==> src/design/tsq_pkg.sv <==
// tsq_pkg: shared types and constants of the thick segment to quad block
// no dependencies
package tsq_pkg;

  localparam int COORD_WIDTH_DEF = 32;
  localparam int COORD_FRAC_DEF  = 16;
  localparam int ID_W            = 16;
  localparam int NORM_W          = 31;
  localparam int SQ_STEPS        = 31;
  localparam int DIV_STEPS       = 31;

  // cell operation codes
  localparam logic [1:0] CELL_PASS = 2'd0;
  localparam logic [1:0] CELL_SQRT = 2'd1;
  localparam logic [1:0] CELL_DIV  = 2'd2;

  typedef struct packed {
    logic signed [COORD_WIDTH_DEF-1:0] start_y;
    logic signed [COORD_WIDTH_DEF-1:0] start_z;
    logic signed [COORD_WIDTH_DEF-1:0] end_y;
    logic signed [COORD_WIDTH_DEF-1:0] end_z;
    logic signed [COORD_WIDTH_DEF-1:0] plate_thickness;
    logic [ID_W-1:0]                   plate_id;
    logic [ID_W-1:0]                   material_id;
  } in_item_t;

  typedef struct packed {
    logic signed [COORD_WIDTH_DEF-1:0] corner_y;
    logic signed [COORD_WIDTH_DEF-1:0] corner_z;
    logic [1:0]                        corner_index;
    logic signed [COORD_WIDTH_DEF-1:0] box_min_y;
    logic signed [COORD_WIDTH_DEF-1:0] box_max_y;
    logic signed [COORD_WIDTH_DEF-1:0] box_min_z;
    logic signed [COORD_WIDTH_DEF-1:0] box_max_z;
    logic [ID_W-1:0]                   out_plate_id;
    logic [ID_W-1:0]                   out_material_id;
    logic                              degenerate;
    logic                              last;
  } out_item_t;

endpackage

==> src/design/tsq_cell.sv <==
// tsq_cell: one stage of the work chain, one step of the shared square root and divide recurrences
// depends on tsq_pkg
module tsq_cell (
  input  logic                 clk,
  input  logic                 rst_n,
  input  logic                 v_in,
  input  logic [1:0]           mode,
  input  logic [63:0]          rem_in,
  input  logic [63:0]          acc_in,
  input  logic [63:0]          aux_in,
  input  logic [63:0]          aux2_in,
  input  logic [5:0]           idx,
  output logic                 v_out,
  output logic [63:0]          rem_out,
  output logic [63:0]          acc_out,
  output logic [63:0]          aux_out,
  output logic [63:0]          aux2_out
);
  // pass, isqrt step, or restoring divide step of two dividends
  logic [63:0] rem_nxt, acc_nxt, aux_nxt, aux2_nxt;
  logic [63:0] bitv, trial, d2, t1, t2;
  logic        v_r;
  logic [63:0] rem_r, acc_r, aux_r, aux2_r;

  always_comb begin
    rem_nxt  = rem_in;
    acc_nxt  = acc_in;
    aux_nxt  = aux_in;
    aux2_nxt = aux2_in;
    bitv     = 64'd1 << {idx, 1'b0};
    trial    = acc_in + bitv;
    d2       = 64'(aux2_in[31:0]);
    t1       = 64'd0;
    t2       = 64'd0;
    unique case (mode)
      tsq_pkg::CELL_SQRT: begin
        if (rem_in >= trial) begin
          rem_nxt = rem_in - trial;
          acc_nxt = (acc_in >> 1) + bitv;
        end else begin
          acc_nxt = acc_in >> 1;
        end
      end
      tsq_pkg::CELL_DIV: begin
        // rem_in holds remainder a, aux_in remainder b, acc dividend and quotient bits a|b
        t1 = {rem_in[62:0], acc_in[62]};
        t2 = {aux_in[62:0], acc_in[30]};
        if (t1 >= d2) begin
          rem_nxt = t1 - d2;
          acc_nxt[63:32] = {acc_in[62:32], 1'b1};
        end else begin
          rem_nxt = t1;
          acc_nxt[63:32] = {acc_in[62:32], 1'b0};
        end
        if (t2 >= d2) begin
          aux_nxt = t2 - d2;
          acc_nxt[31:0] = {acc_in[30:0], 1'b1};
        end else begin
          aux_nxt = t2;
          acc_nxt[31:0] = {acc_in[30:0], 1'b0};
        end
      end
      default: ;
    endcase
  end

  always_ff @(posedge clk) begin
    if (!rst_n) begin
      v_r <= 1'b0;
    end else begin
      v_r <= v_in;
    end
    rem_r  <= rem_nxt;
    acc_r  <= acc_nxt;
    aux_r  <= aux_nxt;
    aux2_r <= aux2_nxt;
  end

  assign v_out    = v_r;
  assign rem_out  = rem_r;
  assign acc_out  = acc_r;
  assign aux_out  = aux_r;
  assign aux2_out = aux2_r;
endmodule

==> config.mk <==
export PLATFORM = sky130hd
export DESIGN_NAME = tsq_cell
export DESIGN_NICKNAME = d
export VERILOG_FILES = /design/src/design/tsq_pkg.sv /design/src/design/tsq_cell.sv
export SDC_FILE = /design/constraint.sdc
export NUM_CORES = 1
export LEC_CHECK = 0
export BUFFER_PORTS_ARGS = -buffer_cell sky130_fd_sc_hd__buf_2
export CAP_MARGIN = 0
export CELL_PAD_IN_SITES_DETAIL_PLACEMENT = 1
export CELL_PAD_IN_SITES_GLOBAL_PLACEMENT = 2
export CORE_MARGIN = 4
export CORE_UTILIZATION = 34
export CTS_CLUSTER_DIAMETER = 80
export DETAILED_ROUTE_END_ITERATION = 6
export PLACE_DENSITY = 0.87
export REMOVE_ABC_BUFFERS = 1
export SYNTH_ARGS = -nofsm -noshare
export SYNTH_HDL_FRONTEND = slang
export SYNTH_SLANG_ARGS = --single-unit
==> constraint.sdc <==
create_clock -name clk -period 23 [get_ports clk]
set_clock_uncertainty 0.15 [all_clocks]
set_input_delay 2.3 -clock clk [delete_from_list [all_inputs] [get_ports clk]]
set_output_delay 2.3 -clock clk [all_outputs]
set_load 0.02 [all_outputs]
After elaboration in Yosys (flattened, before gate mapping)
Index checks and enable logic that the tools add are counted.

Word-level logic and storage cells: 25. Register bits: 257. Input port bits: 267.

Equal/unequal tests: 2. Shift operators: 1. Order comparisons: 3. Multiplexer cells: 9. $add $sub $neg: 5.

Operator list (count): $mux W64 (5); $pmux W64 S2 (2); $ge A64 B32 Y1 (2); $sub A64 B32 Y64 (2); $add A63 B64 Y64 (1); $add A64 B64 Y64 (1); $ge A64 B64 Y1 (1); $shl A1 B7 Y64 const A (1); $sub A64 B64 Y64 (1); $eq A2 B1 Y1 const B (1); $eq A2 B2 Y1 const B (1); $mux W1 (2).

Longest topological paths before layout
Gate-level depths: netlist of the first run.

Depth after elaboration: 5. Depth in mapped cells: 31. Depth with buffers taken out: 27.

Worst setup path after synthesis of the first run
OpenSTA, ideal clock, no wires.

Path type: input-to-reg. Start: input idx[4]. End: register acc_r[16] (netlist: acc_out[16]). Cell stages on the path: 31. Path slack: 14.095 ns. Path buffers: 6. Arrival time: 8.626 ns. Data required time: 22.722 ns. Library setup time: 0.128 ns. Cell sequence: buf_2 > or3_1 > clkbuf_1 > nor2_1 > ha_1 > ha_1 > a21oi_1 > nand2b_1 > maj3_1 > o2111ai_1 > a31oi_1 > o311ai_0 > a32oi_1 > a211oi_1 > nand2_1 > a2111oi_0 > a311oi_1 > ha_1 > clkbuf_1 > a21o_1 > a21oi_1 > o21ai_0 > a2111oi_0 > a21oi_1 > a31oi_1 > clkbuf_1 > buf_1 > clkbuf_1 > o21ai_0 > a221oi_1 > a21oi_1.

Longest elaborated chain between the ends: 5.

RTL lines: start: declaration (line tsq_cell.sv:12) `input logic [5:0] idx,`; $shl A1 B7 Y64 (*) (line tsq_cell.sv:30) `bitv = 64'd1 << {idx, 1'b0};`; $add A64 B64 Y64 (line tsq_cell.sv:31) `trial = acc_in + bitv;`; $ge A64 B64 Y1 (line tsq_cell.sv:37) `if (rem_in >= trial) begin`; $mux W64 (*) (line tsq_cell.sv:37); $pmux W64 S2 (*) (line tsq_cell.sv:35) `unique case (mode)`; via acc_nxt[16] (line tsq_cell.sv:20) `logic [63:0] rem_nxt, acc_nxt, aux_nxt, aux2_nxt;`; end signal: assignment (line tsq_cell.sv:74) `acc_r <= acc_nxt;`; end: declaration (line tsq_cell.sv:23) `logic [63:0] rem_r, acc_r, aux_r, aux2_r;`.

The timed path passes the listed nets; every way through them passes the cells marked *. A chain may end at the register's enable or synchronous reset.

Worst setup path in the final report of the first run
Start: input idx[5]. End: register rem_r[61] (netlist: rem_out[61]).

Longest elaborated chain between the ends: 5.

RTL lines: $shl A1 B7 Y64 (*) (line tsq_cell.sv:30); $add A64 B64 Y64 (*) (line tsq_cell.sv:31); $sub A64 B64 Y64 or $ge A64 B64 Y1 (tied branches) (line tsq_cell.sv:38, tsq_cell.sv:37); $mux W64 (*) (line tsq_cell.sv:37); $pmux W64 S2 (*) (line tsq_cell.sv:35); via rem_nxt[61] (line tsq_cell.sv:20); end signal: assignment (line tsq_cell.sv:73) `rem_r <= rem_nxt;`; end: declaration (line tsq_cell.sv:23).

Marks and branches as above.

==> metrics, run 1 <==
status complete, no violations; clk root buf clkbuf_16; synthesized instance count 3215; P&R area growth vs syn 19.1%; placed standard-cell area 26900 µm²; Final ANT Viol Nets 0; 1st-iter DRT viols 1756; slowest cell on the critical path buf_4; final-stage net count 4066; Yosys reg bits 257; Reg clk slew, reported paths 60 ps; DR vias/cell 5.75; Rel. slew slack 0.322; Final Util 0.409; Synth area leaders dfxtp_1 (22%), ha_1 (9.8%), xnor2_1 (6.3%); # setup viols final 0; vias in the first global route 26200; count of pins over their slew limit 0; post-route cell area 28100 µm²; Setup crit start kind input port; Die Width 271 µm; Setup Crit Path Kind input port to flop; setup TNS 0 ps; total grt overflow 0; PostCTS Resize Cnt 0; area leader, netlist dfxtp_1; CP Max Fanout 76; clock sink count 257; DP HPWL 83.6 mm; HP Start aux2_in[49]; Worst Hold Class input port to flop; number of I/O port buffers 523; PwrDens 59.6 nW/µm²; critical path endpoint category flop; antenna violations before repair 19; FMAX 94.7 MHz; Post-Syn Area 23600 µm²; Worst setup startpoint idx[5]; EDFF count, synth 0; standard-cell rows 96; Pre-antenna DRT Iters 5; synthesized area per cell 7.34 µm²; Max rail drop VDD 0.0463 mV; Synth top cells by count nand2_1 (347), a21oi_1 (291), nor2_1 (274), dfxtp_1 (257), o21ai_0 (232); max-cap viol count 0; H-Tree Level Count 2; top_reg_cell synth dfxtp_1; sequential-to-total area share from yosys stat 0.218; warnings from Yosys 0; global-route wire length before repair 158 mm; RSZ-0062 raised after global routing false; maximum buffer depth of the clock tree 3; Pleak 12.1 nW; Worst-Margin Slew 1020 ps; final hold slack 1690 ps; GRT Resource Usage Total 0.268; most common cell in the netlist nand2_1; IO Pins 524; TritonCTS Buffers 36; Starting Density 0.343; Cell variety after synth 88; # hold bufs at CTS 0; CTS tree done; Wirelength per Cell 22.7 µm; fin crit period 10560 ps; final WL 104 mm; crit path DAT 10850 ps; Worst path top cell family by delay compound AO/OA/AOI/OAI gates; Die ar. 73700 µm²; Core ar. 68700 µm²; RePlAce Congestion 0.964; setup bufs post-CTS 0; Synth async-reset ratio 0; Final period util 0.459; DR vias 26300; Synth top area share 0.218; die height 271 µm; max incr delay on CP 810 ps; WP buf/inv 3; Worst EP required 23280 ps; largest net degree at the start of global routing 105; share of layout cells above drive strength 1 0.180; final hold violation count 0; DR DRC count 0
final cells by class:
cell class              instances  area, µm²
flip-flops and latches        257       5140
inverters                     115        432
multi-input cells            2651      17300
clock buffers                  43        957
diodes                         11       27.5
fillers                      8747      40600
well taps                     931       1160
repair buffers                551       2830
clock inverters                14        203
kinds of logic (layout without fill, tap and decap cells):
logic type / Yosys count / count (layout) / share of synthesized area
adders and majority gates: 191 / 191 / 0.102
buffers and inverters: 307 / 723 / 0.0490
AOI/OAI and AO/OA: 1084 / 1084 / 0.298
muxes: 20 / 20 / 0.00870
other: 0 / 11 / 0
DFF: 257 / 257 / 0.218
xor gates and xnor gates: 288 / 288 / 0.107
and+or+nand+nor: 1068 / 1068 / 0.217
path summary, 6_finish.rpt:
path           end  slack, ps  cells after the start
min   aux2_out[49]       1690                      1
max    rem_out[61]      12440                     28
routing by layer:
layer / wire length, µm / track usage
met5: 46 / 0
met4: 4040 / 0.0988
met3: 5710 / 0.0361
met2: 48600 / 0.454
met1: 45400 / 0.349
cell usage in the layout, fill, tap and decap left out, types with 36 or more instances in the layout:
cell type,n
nand4_1,54
a21oi_1,291
a31oi_1,70
ha_1,183
a22oi_1,73
nor3_1,70
o21ai_0,232
inv_1,114
nand3_1,59
a21o_1,93
o221ai_1,36
dfxtp_1,257
buf_2,523
xnor2_1,171
o21bai_1,38
xor2_1,117
clkbuf_16,36
nand2_1,347
nor2_1,272
through the flow:
| step | setup WS [ps] | instances | power (mW) |
|---|---|---|---|
| 3_5_place_dp | 11830 | 4505 | 1.10 |
| 5_1_grt | 11460 | 4571 | 1.77 |
| 2_1_floorplan | 9850 | 3023 | 0.884 |
| 3_3_place_gp | 12100 | 4505 | 1.10 |
| 6_report | 12440 | 4573 | 1.68 |
| 4_1_cts | 12420 | 4562 | 1.69 |
power by group:
part           internal (mW)  leakage (nW)  total, mW  switching [mW]
Clock                  0.341         0.567      0.572           0.231
Combinational          0.207          9.33      0.591           0.384
Sequential             0.492          2.16      0.513          0.0206
sequential cells by signal, indices dropped and copies added, names as in the netlist:
register  flops
rem_out      64
aux2_out     64
v_out         1
aux_out      64
acc_out      64
(Power assumes the default switching activity.)
==> run 2: changes to the inputs <==
ABC_AREA = 1   (was not set)
CORE_UTILIZATION = 29   (was 34)
PLACE_DENSITY = 0.81   (was 0.87)
clock period = 10.55 ns   (was 23 ns; I/O delays follow)
==> run 2 against run 1 <==
  * Utilization decreased by 6.6 points
  * Wire length increased by 70%
  * Final cell count increased by 59%
  * Sequential power increased by 120%
  * Sequential share of layout area decreased by 3.8 points
  * Area after synthesis increased by 28%
  * Critical path type unchanged
  * Largest cell class unchanged
  * Largest power group unchanged
  * Highest routed layer unchanged
==> metrics, run 2 <==
status complete, no violations; end of the worst hold path aux2_out[40]; warnings from Yosys 0 (unchanged); Reg clk slew, reported paths 60 ps (about the same); Max rail drop VDD 0.123 mV (+160%); DR DRC count 0 (unchanged); Die Width 331 µm (+22%); DP HPWL 150 mm (+80%); Yosys reg bits 257 (unchanged); maximum buffer depth of the clock tree 3 (unchanged); IO Pins 524 (unchanged); Hold Crit Depth 1 (unchanged); Worst Hold Class input port to flop; GRT Resource Usage Total 0.311 (+0.0426); count of pins over their slew limit 0 (unchanged); layer with the highest usage met2; Setup Crit Path Kind input port to flop; top_reg_cell synth dfxtp_1; Die ar. 109000 µm² (+48%); CP dominant cell by count nand2_1; final hold violation count 0 (unchanged); CTS tree done; Wirelength per Cell 24.3 µm (+7.2%); most common cell in the netlist nand2_1; max incr delay on CP 790 ps (-20 ps); TritonCTS Buffers 41 (+14%); final-stage net count 6301 (+55%); setup TNS 0 ps (unchanged); number of I/O port buffers 523 (unchanged); Worst-Margin Slew 1130 ps (+111 ps); Final Util 0.343 (-0.0658); fin crit period 7500 ps; DR vias 38300 (+46%); global-route wire length before repair 254 mm (+61%); slowest cell on the critical path nand2_1; Synth async-reset ratio 0 (unchanged); Synth top area share 0.170 (-0.0478); final worst-path setup slack 3050 ps (-9390 ps); RSZ-0062 raised after global routing false; die height 331 µm (+22%); Worst setup startpoint idx[3]; antenna violations before repair 15 (-4); synthesized instance count 5403 (+68%); Tot Pwr 4.17 mW (+150%); CP Max Fanout 45 (-41%); Setup crit start kind input port; 1st-iter DRT viols 2794 (+59%); Final ANT Viol Nets 0 (unchanged); Synth top cells by count nand2_1 (1234), nor2_1 (872), inv_1 (797), a21oi_1 (478), o21ai_0 (365); Worst EP required 10900 ps (-12380 ps); commonest non-fill, non-tap cell in the layout nand2_1; FMAX 133 MHz; # hold bufs at CTS 0 (unchanged); critical path endpoint category flop; clock sink count 257 (unchanged); Starting Density 0.292 (-0.0515); Post-Syn Area 30200 µm² (+28%); Cell variety after synth 62 (-30%); clk root buf clkbuf_16; Pre-antenna DRT Iters 5 (unchanged); largest net degree at the start of global routing 124 (+18%); HP Start aux2_in[40]; final WL 177 mm (+70%); standard-cell rows 118 (+23%); Pleak 16.4 nW (+36%); # setup viols final 0 (unchanged); setup bufs post-CTS 0 (unchanged); vias in the first global route 38700 (+47%); crit path DAT 7850 ps (-3000 ps); dpl ws 2520 ps (-9310 ps); most frequent cells in the layout nand2_1 (1234), nor2_1 (872), inv_1 (796), buf_2 (523), a21oi_1 (478); GR Util met1 0.399 (+0.0499); total grt overflow 0 (unchanged); PwrDens 117 nW/µm² (+97%); Core ar. 103000 µm² (+51%); P&R area growth vs syn 17.6%; EDFF count, synth 0 (unchanged); met2 usage 0.540 (+0.0854); Rel. slew slack 0.248 (-0.0740); share of layout cells above drive strength 1 0.121 (-0.0588); RePlAce Congestion 1.04 (+7.6%); PostCTS Resize Cnt 0 (unchanged); max-cap viol count 0 (unchanged); sequential-to-total area share from yosys stat 0.170 (-0.0478); DR vias/cell 5.27 (-8.3%); area leader, netlist dfxtp_1; synthesized area per cell 5.59 µm² (-24%); met3 Use GR 0.0294 (-0.00662); H-Tree Level Count 2 (unchanged); Final period util 0.711; Synth area leaders dfxtp_1 (17%), nand2_1 (15%), nor2_1 (11%)
==> run 2: cell count changes after synthesis, moves of 89 or more <==
cell      previous run  this run
nand2_1            347      1234
inv_1              114       797
nor2_1             274       872
nand3_1             59       360
a21oi_1            291       478
o21ai_0            232       365
clkbuf_1           179        86
xnor2_1            171        82
==> run 2: stage by stage <==
| step | hold WS, ps | cell area (µm²) | std cells |
|---|---|---|---|
| after detailed placement | 1010 | 34100 | 7184 |
| after global routing | 345 | 35500 | 7262 |
| final | 363 | 35500 | 7265 |
| after global placement | 1010 | 34100 | 7184 |
| after floorplan | 933 | 29500 | 5265 |
| after CTS | 319 | 35500 | 7259 |
==> run 2: logic make-up (layout without fill, tap and decap cells) <==
logic type	count (synthesis)	count (layout)	share of synthesized area
compound gates	1086	1086	0.199
xor+xnor	165	165	0.0478
fa+ha+maj	187	187	0.0782
buf+inv	946	1422	0.122
flops	257	257	0.170
other cells	0	6	0
simple gates	2762	2762	0.382
==> run 2: cell type report <==
type	count	area, µm²
multi-input combinational	4200	21400
tap	1380	1730
clock inverter	21	255
clock buffer	54	1180
timing repair buffer	539	2750
antenna	6	15.0
fill	14100	68000
sequential	257	5140
inverter	808	3040
==> run 2: worst max-delay path, delay by kind of cell <==
family | cells | cell delay (ps)
AOI/OAI and AO/OA | 9 | 2060
xor gates and xnor gates | 1 | 250
and+or+nand+nor | 13 | 2750
buffers and inverters | 4 | 840
adders and majority gates | 3 | 780
==> run 2: worst max-delay path by stage <==
stage,end,slack [ps],cells past startpoint
finish,rem_out[47],3050,30
global placement,rem_out[49],2560,30
global route,rem_out[61],2660,33
floorplan,rem_out[59],1570,29
detailed placement,rem_out[47],2520,30
CTS,rem_out[47],3170,30
==> run 2: power breakdown <==
group          internal, mW  switching, mW  leakage (nW)
Sequential             1.08         0.0423          2.17
Clock                 0.857          0.601         0.698
Combinational         0.452           1.13          13.6
Total                  2.39           1.78          16.4
==> run 2: per-layer routing <==
layer,vias up,part of all wire
met5,-,0.00032
met4,8,0.041
met3,266,0.053
met2,1192,0.47
met1,18400,0.43
li1,18500,-
